<file path="config.mk">
export PLATFORM = sky130hd
export DESIGN_NAME = waveform_segment_peak_finder_top
export DESIGN_NICKNAME = d
export VERILOG_FILES = /design/src/design/wspf_pkg.sv /design/src/design/wspf_core.sv /design/src/design/wspf_fifo.sv /design/src/design/waveform_segment_peak_finder_top.sv
export SDC_FILE = /design/constraint.sdc
export NUM_CORES = 1
export LEC_CHECK = 0
export BUFFER_PORTS_ARGS = -buffer_cell sky130_fd_sc_hd__buf_4
export CORE_MARGIN = 2
export CORE_UTILIZATION = 43
export DETAILED_ROUTE_END_ITERATION = 6
export PLACE_DENSITY = 0.7
export SYNTH_ARGS = -nofsm -noshare
export SYNTH_HDL_FRONTEND = slang
export SYNTH_SLANG_ARGS = --single-unit
</file>
<file path="constraint.sdc">
create_clock -name clk -period 7.6 [get_ports clk]
set_input_delay 0.38 -clock clk [delete_from_list [all_inputs] [get_ports clk]]
set_output_delay 0.38 -clock clk [all_outputs]
set_load 0.02 [all_outputs]
</file>
<file path="src/design/wspf_pkg.sv">
// Shared types and constants of the waveform segment peak finder.
// No dependencies; imported by every module of the block.
`timescale 1ns / 1ps
`default_nettype none

package wspf_pkg;

  // Field widths of the streams and the register.
  localparam int SAMPLE_W   = 12;
  localparam int INDEX_W    = 8;
  localparam int THR_W      = 12;
  localparam int IN_DATA_W  = 16;
  localparam int OUT_DATA_W = 24;

  // Configuration port geometry; bit 2 of the address selects the register.
  localparam int CFG_ADDR_W = 3;
  localparam int CFG_DATA_W = 32;
  localparam logic [0:0] REG_NOISE_THRESHOLD = 1'b0;

  // Result queue geometry. A request is taken only while the queue holds at
  // most FIFO_ROOM_MAX entries, which leaves room for two items of two
  // results each.
  localparam int FIFO_DEPTH    = 8;
  localparam int FIFO_PTR_W    = 3;
  localparam int FIFO_CNT_W    = 4;
  localparam int FIFO_ROOM_MAX = 4;

  // One result.
  typedef struct packed {
    logic [INDEX_W-1:0]  peak_index;
    logic [SAMPLE_W-1:0] peak_height;
    logic                final_peak;
  } wspf_res_t;

  // Up to two results written by the core in one cycle, first in res_a.
  typedef struct packed {
    logic      push_a;
    logic      push_b;
    wspf_res_t res_a;
    wspf_res_t res_b;
  } wspf_push_t;

endpackage

`default_nettype wire

</file>
<file path="src/design/wspf_core.sv">
// Segment tracking core: input register, segment state and result decision.
// Depends on wspf_pkg.
`timescale 1ns / 1ps
`default_nettype none

module wspf_core
  import wspf_pkg::*;
#(
  parameter int SAMPLE_BITS = 12,
  parameter int MAX_SAMPLES = 256
) (
  input  wire logic                clk,
  input  wire logic                rst_n,
  input  wire logic                acc,
  input  wire logic [SAMPLE_W-1:0] sample,
  input  wire logic                last,
  input  wire logic [THR_W-1:0]    noise_threshold,
  output wspf_push_t               push
);

  localparam int CNT_W = (MAX_SAMPLES > 2) ? $clog2(MAX_SAMPLES) : 1;
  localparam int EXT_W = (CNT_W > INDEX_W) ? CNT_W : INDEX_W;

  // Input register.
  logic                stg_valid_r;
  logic [SAMPLE_W-1:0] stg_sample_r;
  logic                stg_last_r;

  // Segment state.
  logic                seg_open_r,   seg_open_nxt;
  logic [SAMPLE_W-1:0] prev_r,       prev_nxt;
  logic [SAMPLE_W-1:0] max_r,        max_nxt;
  logic [CNT_W-1:0]    max_idx_r,    max_idx_nxt;
  logic                falling_r,    falling_nxt;
  logic [CNT_W-1:0]    cnt_r,        cnt_nxt;

  logic [SAMPLE_W-1:0] mask;
  logic [SAMPLE_W:0]   diff_dn;
  logic [SAMPLE_W:0]   diff_up;
  logic                drop_gt;
  logic                rise_gt;
  logic                fall;
  logic                close_seg;
  logic [EXT_W-1:0]    idx_old_ext;
  logic [EXT_W-1:0]    idx_new_ext;
  wspf_res_t           res_closed;
  wspf_res_t           res_final;

  // Keep only the sample bits the converter delivers.
  always_comb begin
    for (int i = 0; i < SAMPLE_W; i++) begin
      mask[i] = (i < SAMPLE_BITS);
    end
  end

  // Capture an accepted sample.
  always_ff @(posedge clk) begin
    if (!rst_n) begin
      stg_valid_r <= 1'b0;
    end else begin
      stg_valid_r <= acc;
    end
    if (acc) begin
      stg_sample_r <= sample & mask;
      stg_last_r   <= last;
    end
  end

  // Threshold compares against the previous sample.
  assign diff_dn   = {1'b0, prev_r} - {1'b0, stg_sample_r};
  assign diff_up   = {1'b0, stg_sample_r} - {1'b0, prev_r};
  assign drop_gt   = !diff_dn[SAMPLE_W] && (diff_dn[SAMPLE_W-1:0] > noise_threshold);
  assign rise_gt   = !diff_up[SAMPLE_W] && (diff_up[SAMPLE_W-1:0] > noise_threshold);
  assign fall      = falling_r || drop_gt;
  assign close_seg = seg_open_r && fall && rise_gt;

  // Next segment state for the registered sample.
  always_comb begin
    seg_open_nxt = seg_open_r;
    prev_nxt     = prev_r;
    max_nxt      = max_r;
    max_idx_nxt  = max_idx_r;
    falling_nxt  = falling_r;
    cnt_nxt      = cnt_r;
    if (stg_valid_r) begin
      if (!seg_open_r || close_seg) begin
        seg_open_nxt = 1'b1;
        prev_nxt     = stg_sample_r;
        max_nxt      = stg_sample_r;
        max_idx_nxt  = cnt_r;
        falling_nxt  = 1'b0;
      end else begin
        if (stg_sample_r > max_r) begin
          max_nxt     = stg_sample_r;
          max_idx_nxt = cnt_r;
        end
        prev_nxt    = stg_sample_r;
        falling_nxt = fall;
      end
      if (stg_last_r) begin
        seg_open_nxt = 1'b0;
        falling_nxt  = 1'b0;
        cnt_nxt      = '0;
      end else if (cnt_r == CNT_W'(MAX_SAMPLES - 1)) begin
        cnt_nxt = '0;
      end else begin
        cnt_nxt = cnt_r + 1'b1;
      end
    end
  end

  // Results: the segment closed by a rise, then the one the final sample ends.
  assign idx_old_ext = EXT_W'(max_idx_r);
  assign idx_new_ext = EXT_W'(max_idx_nxt);

  always_comb begin
    res_closed.peak_index  = idx_old_ext[INDEX_W-1:0];
    res_closed.peak_height = max_r;
    res_closed.final_peak  = 1'b0;
    res_final.peak_index   = idx_new_ext[INDEX_W-1:0];
    res_final.peak_height  = max_nxt;
    res_final.final_peak   = 1'b1;

    push.push_a = stg_valid_r && (close_seg || stg_last_r);
    push.push_b = stg_valid_r && close_seg && stg_last_r;
    push.res_a  = close_seg ? res_closed : res_final;
    push.res_b  = res_final;
  end

  // Segment state registers.
  always_ff @(posedge clk) begin
    if (!rst_n) begin
      seg_open_r <= 1'b0;
      prev_r     <= '0;
      max_r      <= '0;
      max_idx_r  <= '0;
      falling_r  <= 1'b0;
      cnt_r      <= '0;
    end else begin
      seg_open_r <= seg_open_nxt;
      prev_r     <= prev_nxt;
      max_r      <= max_nxt;
      max_idx_r  <= max_idx_nxt;
      falling_r  <= falling_nxt;
      cnt_r      <= cnt_nxt;
    end
  end

endmodule

`default_nettype wire

</file>
<file path="src/design/wspf_fifo.sv">
// Result queue: takes up to two results a cycle, hands out one per request.
// Depends on wspf_pkg.
`timescale 1ns / 1ps
`default_nettype none

module wspf_fifo
  import wspf_pkg::*;
(
  input  wire logic       clk,
  input  wire logic       rst_n,
  input  wire wspf_push_t push,
  input  wire logic       pop,
  output logic            not_empty,
  output logic            room,
  output wspf_res_t       head
);

  wspf_res_t               mem_r [FIFO_DEPTH];
  logic [FIFO_PTR_W-1:0]   wr_ptr_r, wr_ptr_nxt;
  logic [FIFO_PTR_W-1:0]   rd_ptr_r, rd_ptr_nxt;
  logic [FIFO_CNT_W-1:0]   count_r,  count_nxt;
  logic [FIFO_PTR_W-1:0]   wr_ptr_b;
  logic                    do_pop;

  assign not_empty = (count_r != '0);
  assign room      = (count_r <= FIFO_CNT_W'(FIFO_ROOM_MAX));
  assign head      = mem_r[rd_ptr_r];
  assign do_pop    = pop && not_empty;
  assign wr_ptr_b  = wr_ptr_r + 1'b1;

  // Pointer and fill bookkeeping.
  always_comb begin
    wr_ptr_nxt = wr_ptr_r + FIFO_PTR_W'(push.push_a) + FIFO_PTR_W'(push.push_b);
    rd_ptr_nxt = rd_ptr_r + FIFO_PTR_W'(do_pop);
    count_nxt  = count_r + FIFO_CNT_W'(push.push_a) + FIFO_CNT_W'(push.push_b)
                 - FIFO_CNT_W'(do_pop);
  end

  always_ff @(posedge clk) begin
    if (!rst_n) begin
      wr_ptr_r <= '0;
      rd_ptr_r <= '0;
      count_r  <= '0;
    end else begin
      wr_ptr_r <= wr_ptr_nxt;
      rd_ptr_r <= rd_ptr_nxt;
      count_r  <= count_nxt;
    end
  end

  // Storage; the second result goes to the slot after the first.
  always_ff @(posedge clk) begin
    if (push.push_a) begin
      mem_r[wr_ptr_r] <= push.res_a;
    end
    if (push.push_b) begin
      mem_r[wr_ptr_b] <= push.res_b;
    end
  end

endmodule

`default_nettype wire

</file>
<file path="src/design/waveform_segment_peak_finder_top.sv">
// Top level of the waveform segment peak finder: streams, register port.
// Depends on wspf_pkg, wspf_core and wspf_fifo.
`timescale 1ns / 1ps
`default_nettype none

// The block takes one ADC sample per cycle on the in_ stream while in_tready
// is high and reports, for every segment of the waveform (a rise followed by
// a fall, split where the signal has dropped and then rises by more than the
// noise threshold), the first greatest sample and its index on the out_
// stream. A sample is decided while it sits in the input register; its
// results are then written into the result queue and offered from its head.
// The sustained rate is one sample per cycle; the final sample of a waveform
// that also closes a segment gives two results, which leave on the out_
// stream one after the other. in_tready drops when the eight-entry result
// queue holds more than four results.
// noise_threshold lies at byte address 0 and should only be written while
// the block is idle.
module waveform_segment_peak_finder_top
  import wspf_pkg::*;
#(
  parameter int SAMPLE_BITS = 12,
  parameter int MAX_SAMPLES = 256
) (
  input  wire logic                  clk,
  input  wire logic                  rst_n,
  // Sample stream.
  input  wire logic                  in_tvalid,
  output logic                       in_tready,
  input  wire logic [IN_DATA_W-1:0]  in_tdata,   // [11:0] adc_sample, rest zero
  input  wire logic                  in_tlast,   // last_sample
  // Peak stream.
  output logic                       out_tvalid,
  input  wire logic                  out_tready,
  output logic [OUT_DATA_W-1:0]      out_tdata,  // [7:0] peak_index, [19:8] peak_height
  output logic                       out_tlast,  // final_peak
  // Register port.
  input  wire logic                  cfg_psel,
  input  wire logic                  cfg_penable,
  input  wire logic                  cfg_pwrite,
  input  wire logic [CFG_ADDR_W-1:0] cfg_paddr,
  input  wire logic [CFG_DATA_W-1:0] cfg_pwdata,
  output logic [CFG_DATA_W-1:0]      cfg_prdata,
  output logic                       cfg_pready
);

  logic [THR_W-1:0] thr_r;
  logic             in_acc;
  logic             room;
  logic             not_empty;
  wspf_push_t       push;
  wspf_res_t        head;

  // Noise threshold register.
  assign cfg_pready = 1'b1;
  assign cfg_prdata = (cfg_paddr[2] == REG_NOISE_THRESHOLD) ?
                      CFG_DATA_W'(thr_r) : '0;

  always_ff @(posedge clk) begin
    if (!rst_n) begin
      thr_r <= '0;
    end else if (cfg_psel && cfg_penable && cfg_pwrite && cfg_pready &&
                 (cfg_paddr[2] == REG_NOISE_THRESHOLD)) begin
      thr_r <= cfg_pwdata[THR_W-1:0];
    end
  end

  // Input handshake.
  assign in_tready = room;
  assign in_acc    = in_tvalid && room;

  wspf_core #(
    .SAMPLE_BITS (SAMPLE_BITS),
    .MAX_SAMPLES (MAX_SAMPLES)
  ) u_core (
    .clk             (clk),
    .rst_n           (rst_n),
    .acc             (in_acc),
    .sample          (in_tdata[SAMPLE_W-1:0]),
    .last            (in_tlast),
    .noise_threshold (thr_r),
    .push            (push)
  );

  wspf_fifo u_fifo (
    .clk       (clk),
    .rst_n     (rst_n),
    .push      (push),
    .pop       (out_tready),
    .not_empty (not_empty),
    .room      (room),
    .head      (head)
  );

  // Output packing.
  assign out_tvalid = not_empty;
  assign out_tdata  = {(OUT_DATA_W - INDEX_W - SAMPLE_W)'(0), head.peak_height,
                       head.peak_index};
  assign out_tlast  = head.final_peak;

endmodule

`default_nettype wire

</file>
======== Yosys cells after proc, flatten, opt, wreduce, memory -nomap -nowiden ========
Memory sizes are Yosys's and may differ from the RTL's. A register that Yosys moved wholly into a read port is not among the register bits.
Cells that the tools add are included.
word-level totals
  flip-flop bits (word level) ............. 78
  memory bits (read-only) ................. 0
  memories ................................ 1
  logic and storage cells ................. 70
  output and inout port bits .............. 60
  bits in latches ......................... 0
  RAM bits ................................ 168
cells by class
  mux-type cells .......................... 19
  add/subtract/negate cells ............... 10
  bitwise operators ....................... 1
  multiply operators ...................... 0
  order comparisons ....................... 4
  reductions and logical operators ........ 21
  div/mod/pow operators ................... 0
  eq/ne operators ......................... 1
  shift-type cells ........................ 0
memory list
  name          words  bits a word  rd ports  clocked after memory_dff  write ports  line             text
  u_fifo.mem_r  8      21           1         1                         2            wspf_fifo.sv:18  wspf_res_t mem_r [FIFO_DEPTH];
operator list
  kind                                                                              number
  12-bit two-way mux                                                                4
  8-bit two-way mux                                                                 5
  12-bit > comparator                                                               3
  12-bit by 12-bit subtractor with 13-bit output                                    2
  21-bit two-way mux                                                                1
  1-bit logical AND                                                                 12
  3-bit by 1-bit adder with 3-bit output                                            3
  4-bit by 1-bit adder with 4-bit output                                            2
  8-bit by 1-bit adder with 8-bit output, second input constant                     1
  8-bit == test, second input constant                                              1
  1-bit two-way mux                                                                 8
  4-bit by 3-bit less-or-equal comparator with 1-bit output, second input constant  1
  4-bit nonzero test                                                                1
  4-bit by 1-bit subtractor with 4-bit output                                       1
  3-bit by 1-bit adder with 3-bit output, second input constant                     1
  1-bit logical NOT                                                                 3
  1-bit logical OR                                                                  3
  3-bit two-way mux                                                                 1
  2-bit AND reduction                                                               1
  2-bit nonzero test                                                                1
  1-bit inverter                                                                    1

======== Logic depth before layout (Yosys ltp) ========
  depth after elaboration ................. 11
  mapped depth ............................ 28
  depth with buffers taken out ............ 26

======== By module ========
Synthesis repeated with hierarchy kept, for this count alone.
second synthesis, totals
  cell total of the unflattened synthesis .. 1,131
  area total of the unflattened synthesis .. 14,310.0 um^2
by module, submodules not included
  module                            cells each  area each (um^2)  times used
  wspf_fifo                         510         8,987.4           1
  wspf_core                         527         4,544.4           1
  waveform_segment_peak_finder_top  94          778.2             1

======== Worst setup path after synthesis ========
No wires, ideal clock.
  kind .................................... flip-flop to flip-flop
  from .................................... reg u_core.stg_sample_r[0]
  to ...................................... mem u_fifo.mem_r[2][10] (netlist bit) (enable)
  required time ........................... 7,169 ps
  setup time .............................. 431 ps
  path slack .............................. 1,508 ps
  path buffers ............................ 3
  period minus slack after synthesis ...... 6,092 ps
  stages on the path, launching flop included .. 22
  data arrival time ....................... 5,661 ps
  cells stage by stage .................... edfxtp_1 clkbuf_1 inv_1 ha_1 inv_1 fa_1 a21o_1 a21oi_2 o221a_2 o21ai_0 a21oi_1 xnor2_1 ha_1 nand4_1 nor3_1 o21ai_0 a221oi_4 o211a_1 buf_6 buf_4 o21ai_0 o31ai_1
RTL lines
  item                    line             text
  start, declared         wspf_core.sv:26  logic [SAMPLE_W-1:0] stg_sample_r;
  start signal, assigned  wspf_core.sv:64  stg_sample_r <= sample & mask;
  end, declared           wspf_fifo.sv:18

======== Worst setup path after layout ========
  from .................................... reg u_core.stg_sample_r[1]
  to ...................................... reg u_fifo.count_r[2]
between the ends
  longest elaborated chain between the ends .. 11
  elaborated cells on any way between the ends .. 18
  those cells by class .................... 5 x add/sub; 2 x order compare; 11 x reduce/logical
ends and longest elaborated chain
  item                                                             line              text
  12-bit by 12-bit subtractor with 13-bit output                   wspf_core.sv:70   assign diff_dn = {1'b0, prev_r} - {1'b0, stg_sample_r};
  12-bit > comparator / 1-bit logical NOT (equally long branches)  wspf_core.sv:72   assign drop_gt = !diff_dn[SAMPLE_W] && (diff_dn[SAMPLE_W-1:0] > noise_threshold);
  1-bit logical AND                                                wspf_core.sv:72
  1-bit logical OR                                                 wspf_core.sv:74   assign fall = falling_r || drop_gt;
  1-bit logical AND                                                wspf_core.sv:75   assign close_seg = seg_open_r && fall && rise_gt;
  1-bit logical AND *                                              wspf_core.sv:75
  1-bit logical OR                                                 wspf_core.sv:124  push.push_a = stg_valid_r && (close_seg || stg_last_r);
  1-bit logical AND                                                wspf_core.sv:124
  4-bit by 1-bit adder with 4-bit output                           wspf_fifo.sv:35   count_nxt = count_r + FIFO_CNT_W'(push.push_a) + FIFO_CNT_W'(push.push_b)
  4-bit by 1-bit adder with 4-bit output *                         wspf_fifo.sv:35
  4-bit by 1-bit subtractor with 4-bit output *                    wspf_fifo.sv:36   - FIFO_CNT_W'(do_pop);
  end signal, assigned                                             wspf_fifo.sv:47   count_r <= count_nxt;
  end, declared                                                    wspf_fifo.sv:21   logic [FIFO_CNT_W-1:0] count_r, count_nxt;
Every way passes the cells marked *; elsewhere a longest branch is shown, timed or not.
A chain may end at the register's enable or synchronous reset.

==> impl_metrics.yaml <==
run_status:
  status: "complete, no violations"
sta:
  hold_viol: 0
  maxSlewHeadroom: 0.2276
  fin_worst_skew_ns: 0.02647
  holdWs_ns: 0.06480
  setup_viol: 0
  max_freq_mhz: 147.9
  worstMarginPinSlew_ns: 1.157
  rsz0062_at_grt: "no"
  drv_slew: 0
  finalCritPeriodShare: 0.8895
  tns_ns: 0
  period_needed_ns: 6.760
yosys:
  ys_warn_count: 0
  synth_edf_count: 173
  synth.distinct_cells: 71
  syn_inst: 1248
  ys_ff_latch: 246
  syn_area_um2: 14110
  ys_seq_area_frac: 0.4717
  synth_ff_type: "edfxtp_1"
  synth.area.top_cells: "edfxtp_1 (37%), dfxtp_1 (10%), a22o_1 (7.9%)"
  syn_area_per_cell_um2: 11.31
  synthArstFlopShare: 0
  synth_area_leader_cell: "edfxtp_1"
  netlist.area_leader.share: 0.3681
clock_tree:
  clock-sinks: 246
  post_cts_buffers: 0
  cts_tree: "yes"
  root_buffer: "clkbuf_16"
  h-tree-depth: 1
  cts_buffers: 28
  clkLatencyLatePin_ns: 0.57
  clock_path_buffers: 3
  clk_pin_slew_ns: 0.05
critical_path:
  start_kind: "flop"
  reg2regPathDepth: 22
  critPathRequiredTime_ns: 8.04
  worstPathMaxFanout: 17
  worstPathArrival_ns: 7.20
  cp_cell_sequence: "ha_1 > nor2b_1 > o21ai_0 > a21boi_0 > o21ai_0 > a21boi_0 > o21ai_0 > nor2b_1 > o311ai_0 > ha_1 > nand4_1 > nor3_1 > o21ai_0 > a221oi_4 > o211a_1 > o21ai_0 > ha_1 > inv_1 > fa_1 > fa_1 > xor2_1 > and2_1"
  path_class: "flop to flop"
  r2r_start: "u_core.stg_sample_r[1]"
  r2r_slack_ns: 0.84
  r2r_end: "u_fifo.count_r[2]"
  max_stage_delay_ns: 0.73
  cpMostUsedCell: "o21ai_0"
  endpoint_kind: "flop"
  cpMaxStageDelayCell: "edfxtp_1"
die:
  rows: 66
  start_util: 0.4348
  fp.dieW_um: 185.2
  dieHeight_um: 185.2
  coreArea_um2: 32450
  dieArea_um2: 34280
  ios: 119
finish:
  antennaDiodeCount: 0
  fin_area_um2: 15930
  layout.cells.non_filler: 1744
  num-fill-cells: 2893
  regArea_um2: 6660
  drive_gt1_frac: 0.1874
  multi_input_area_um2: 6658
  layout.nets: 1413
  syn_to_final_growth_pct: 12.89
pwr:
  p_leak_nw: 5.731
  ir_worst_vdd_v: 0.0001754
  pwr_density_cell_nw_per_um2: 268.2
  p_total_mw: 4.272
grt:
  grt_usage: 0.2218
  grt_pass1_vias: 9908
  grt_max_degree: 59
  antenna_found_initial: 0
  grt-ovfl-total: 0
  grt_pass1_wl_um: 57840
worst_hold_path:
  min_from: "in_tvalid"
  hold_depth: 2
  hp-class: "primary input to flop"
  whs_endpoint: "u_core.stg_valid_r"
placement:
  postPlaceCellArea_um2: 14850
  port-buffer-count: 67
  gp_congestion: 0.9135
  dp_hpwl_um: 23280
  placedCellCount: 1679
drt:
  viasPerCell: 5.794
  vias: 10110
  routed_wl_um: 37480
  dr.pass1.iters: 5
  wire_per_inst_um: 21.49
  drtIter0Drc: 1003
  drc_errors: 0
  antenna_left: 0
job:
  cap_violations: 0
-- repair_timing --
action / 4_1_cts / 5_1_grt
endpoints found under the setup margin: 0 / 0
hold buffers: 13 / 0
endpoints found under the hold margin: 13 / 0
resized for setup: 0 / 0
-- cell type report --
| type | count | area share |
|---|---|---|
| clock buffers | 39 | 0.04846 |
| clock inverters | 13 | 0.01100 |
| inverters | 74 | 0.01744 |
| multi-input cells | 823 | 0.4179 |
| flip-flops and latches | 246 | 0.4180 |
| well taps | 442 | 0.03471 |
| repair buffers | 107 | 0.05246 |
-- sequential cells by signal (all words and copies together) (netlist names), 3 cells and up --
name and cells:
u_core.idx_old_ext 8, u_fifo.wr_ptr_r 3, u_fifo.count_r 4, u_core.stg_sample_r 12, u_core.prev_r 12, u_fifo.rd_ptr_r 3, u_fifo.mem_r 168, thr_r 12
u_core.cnt_r 8, u_core.max_r 12
-- synthesized netlist by cell type (4+ instances only) --
master,instances
nand3_1,19
nor2b_1,21
buf_6,4
nor3_1,10
or3_1,4
nand2_1,123
or2_2,6
buf_4,29
buf_2,22
mux4_2,42
edfxtp_1,173
a21o_1,9
xnor2_1,14
a21boi_0,41
nor2_2,8
clkbuf_1,60
nor2_1,56
inv_1,74
o21a_1,4
nand4_1,10
o22ai_1,12
o211ai_1,39
fa_1,5
o21ai_0,22
a21oi_1,27
ha_1,69
mux2i_1,14
and2_1,15
buf_1,13
dfxtp_1,73
mux2_2,22
and3_1,4
a22o_1,127
xor2_1,12
o21ai_2,5
-- layer usage --
| layer | wire length [um] | part of all wire | vias up | GRT usage |
|---|---|---|---|---|
| met2 | 17200 | 0.46 | 435 | 0.3579 |
| met1 | 16270 | 0.43 | 4907 | 0.3030 |
| li1 | - | - | 4675 | - |
| met3 | 2677 | 0.071 | 88 | 0.03460 |
| met4 | 1320 | 0.035 | 0 | 0.08032 |
| met5 | 0 | 0 | - | 0 |
-- cells in the final DEF (no fill, tap or decap), types with 5 or more instances in the layout --
cell           count
or2_2              6
ha_1              69
clkbuf_1           8
nor2b_1           21
mux2_2            22
o22ai_1           12
conb_1            25
and2_1            15
xor2_1            12
inv_1             74
nor2_1            56
nor2_2             8
o21ai_2            5
nor3_1             8
clkbuf_16         28
nand2_1          123
nand3_1           19
a21oi_1           27
a22o_1           127
fa_1               5
dlygate4sd3_1     13
clkinv_2           5
buf_4             94
nand4_1           10
xnor2_1           14
mux4_2            42
o21ai_0           21
a21o_1             9
a21boi_0          41
edfxtp_1         173
o211ai_1          39
mux2i_1           14
dfxtp_1           70
-- stage by stage --
stage / worst slack, ns / util
final: 0.8399 / 0.4909
after global routing: 0.3636 / 0.4909
after CTS: 0.8985 / 0.4909
after detailed placement: 0.9470 / 0.4577
after global placement: 1.047 / 0.4577
after floorplan: 1.508 / -
-- worst max-delay path, delay by kind of cell (launching register included) --
kind	cells	cell delay, ns
fa+ha+maj	5	1.94
xor+xnor	1	0.17
compound gates	10	2.87
simple gates	5	0.90
buf+inv	1	0.05
flops	1	0.73
-- cell families (layout without fill, tap and decap cells) --
kind of cell,count (synthesis),after routing,synth area share
other,2,25,0.0005322
AO/OA/AOI/OAI,329,329,0.1868
adder cells (fa/ha/maj),74,74,0.06827
buffers and inverters,202,233,0.06552
AND/OR/NAND/NOR,291,291,0.09655
XOR/XNOR,26,26,0.01614
multiplexers,78,78,0.09451
flip-flops,246,246,0.4717
-- where the power goes --
| group | leakage, nW | internal, mW | switching, mW |
|---|---|---|---|
| Sequential | 2.24 | 1.49 | 0.110 |
| Combinational | 3.03 | 0.564 | 0.730 |
| Clock | 0.464 | 0.817 | 0.564 |
-- worst max-delay path by stage --
stage               slack (ns)  cells after the start                  end                    from
detailed placement        0.95                     22    u_fifo.count_r[2]  u_core.stg_sample_r[1]
finish                    0.84                     22    u_fifo.count_r[2]  u_core.stg_sample_r[1]
global placement          1.05                     22    u_fifo.count_r[2]  u_core.stg_sample_r[1]
CTS                       0.90                     22    u_fifo.count_r[2]  u_core.stg_sample_r[1]
global route              0.36                     22    u_fifo.count_r[2]  u_core.stg_sample_r[1]
floorplan                 1.51                     21  u_fifo.mem_r[2][10]  u_core.stg_sample_r[0]
No activity file was read; power rests on OpenSTA's default activity.
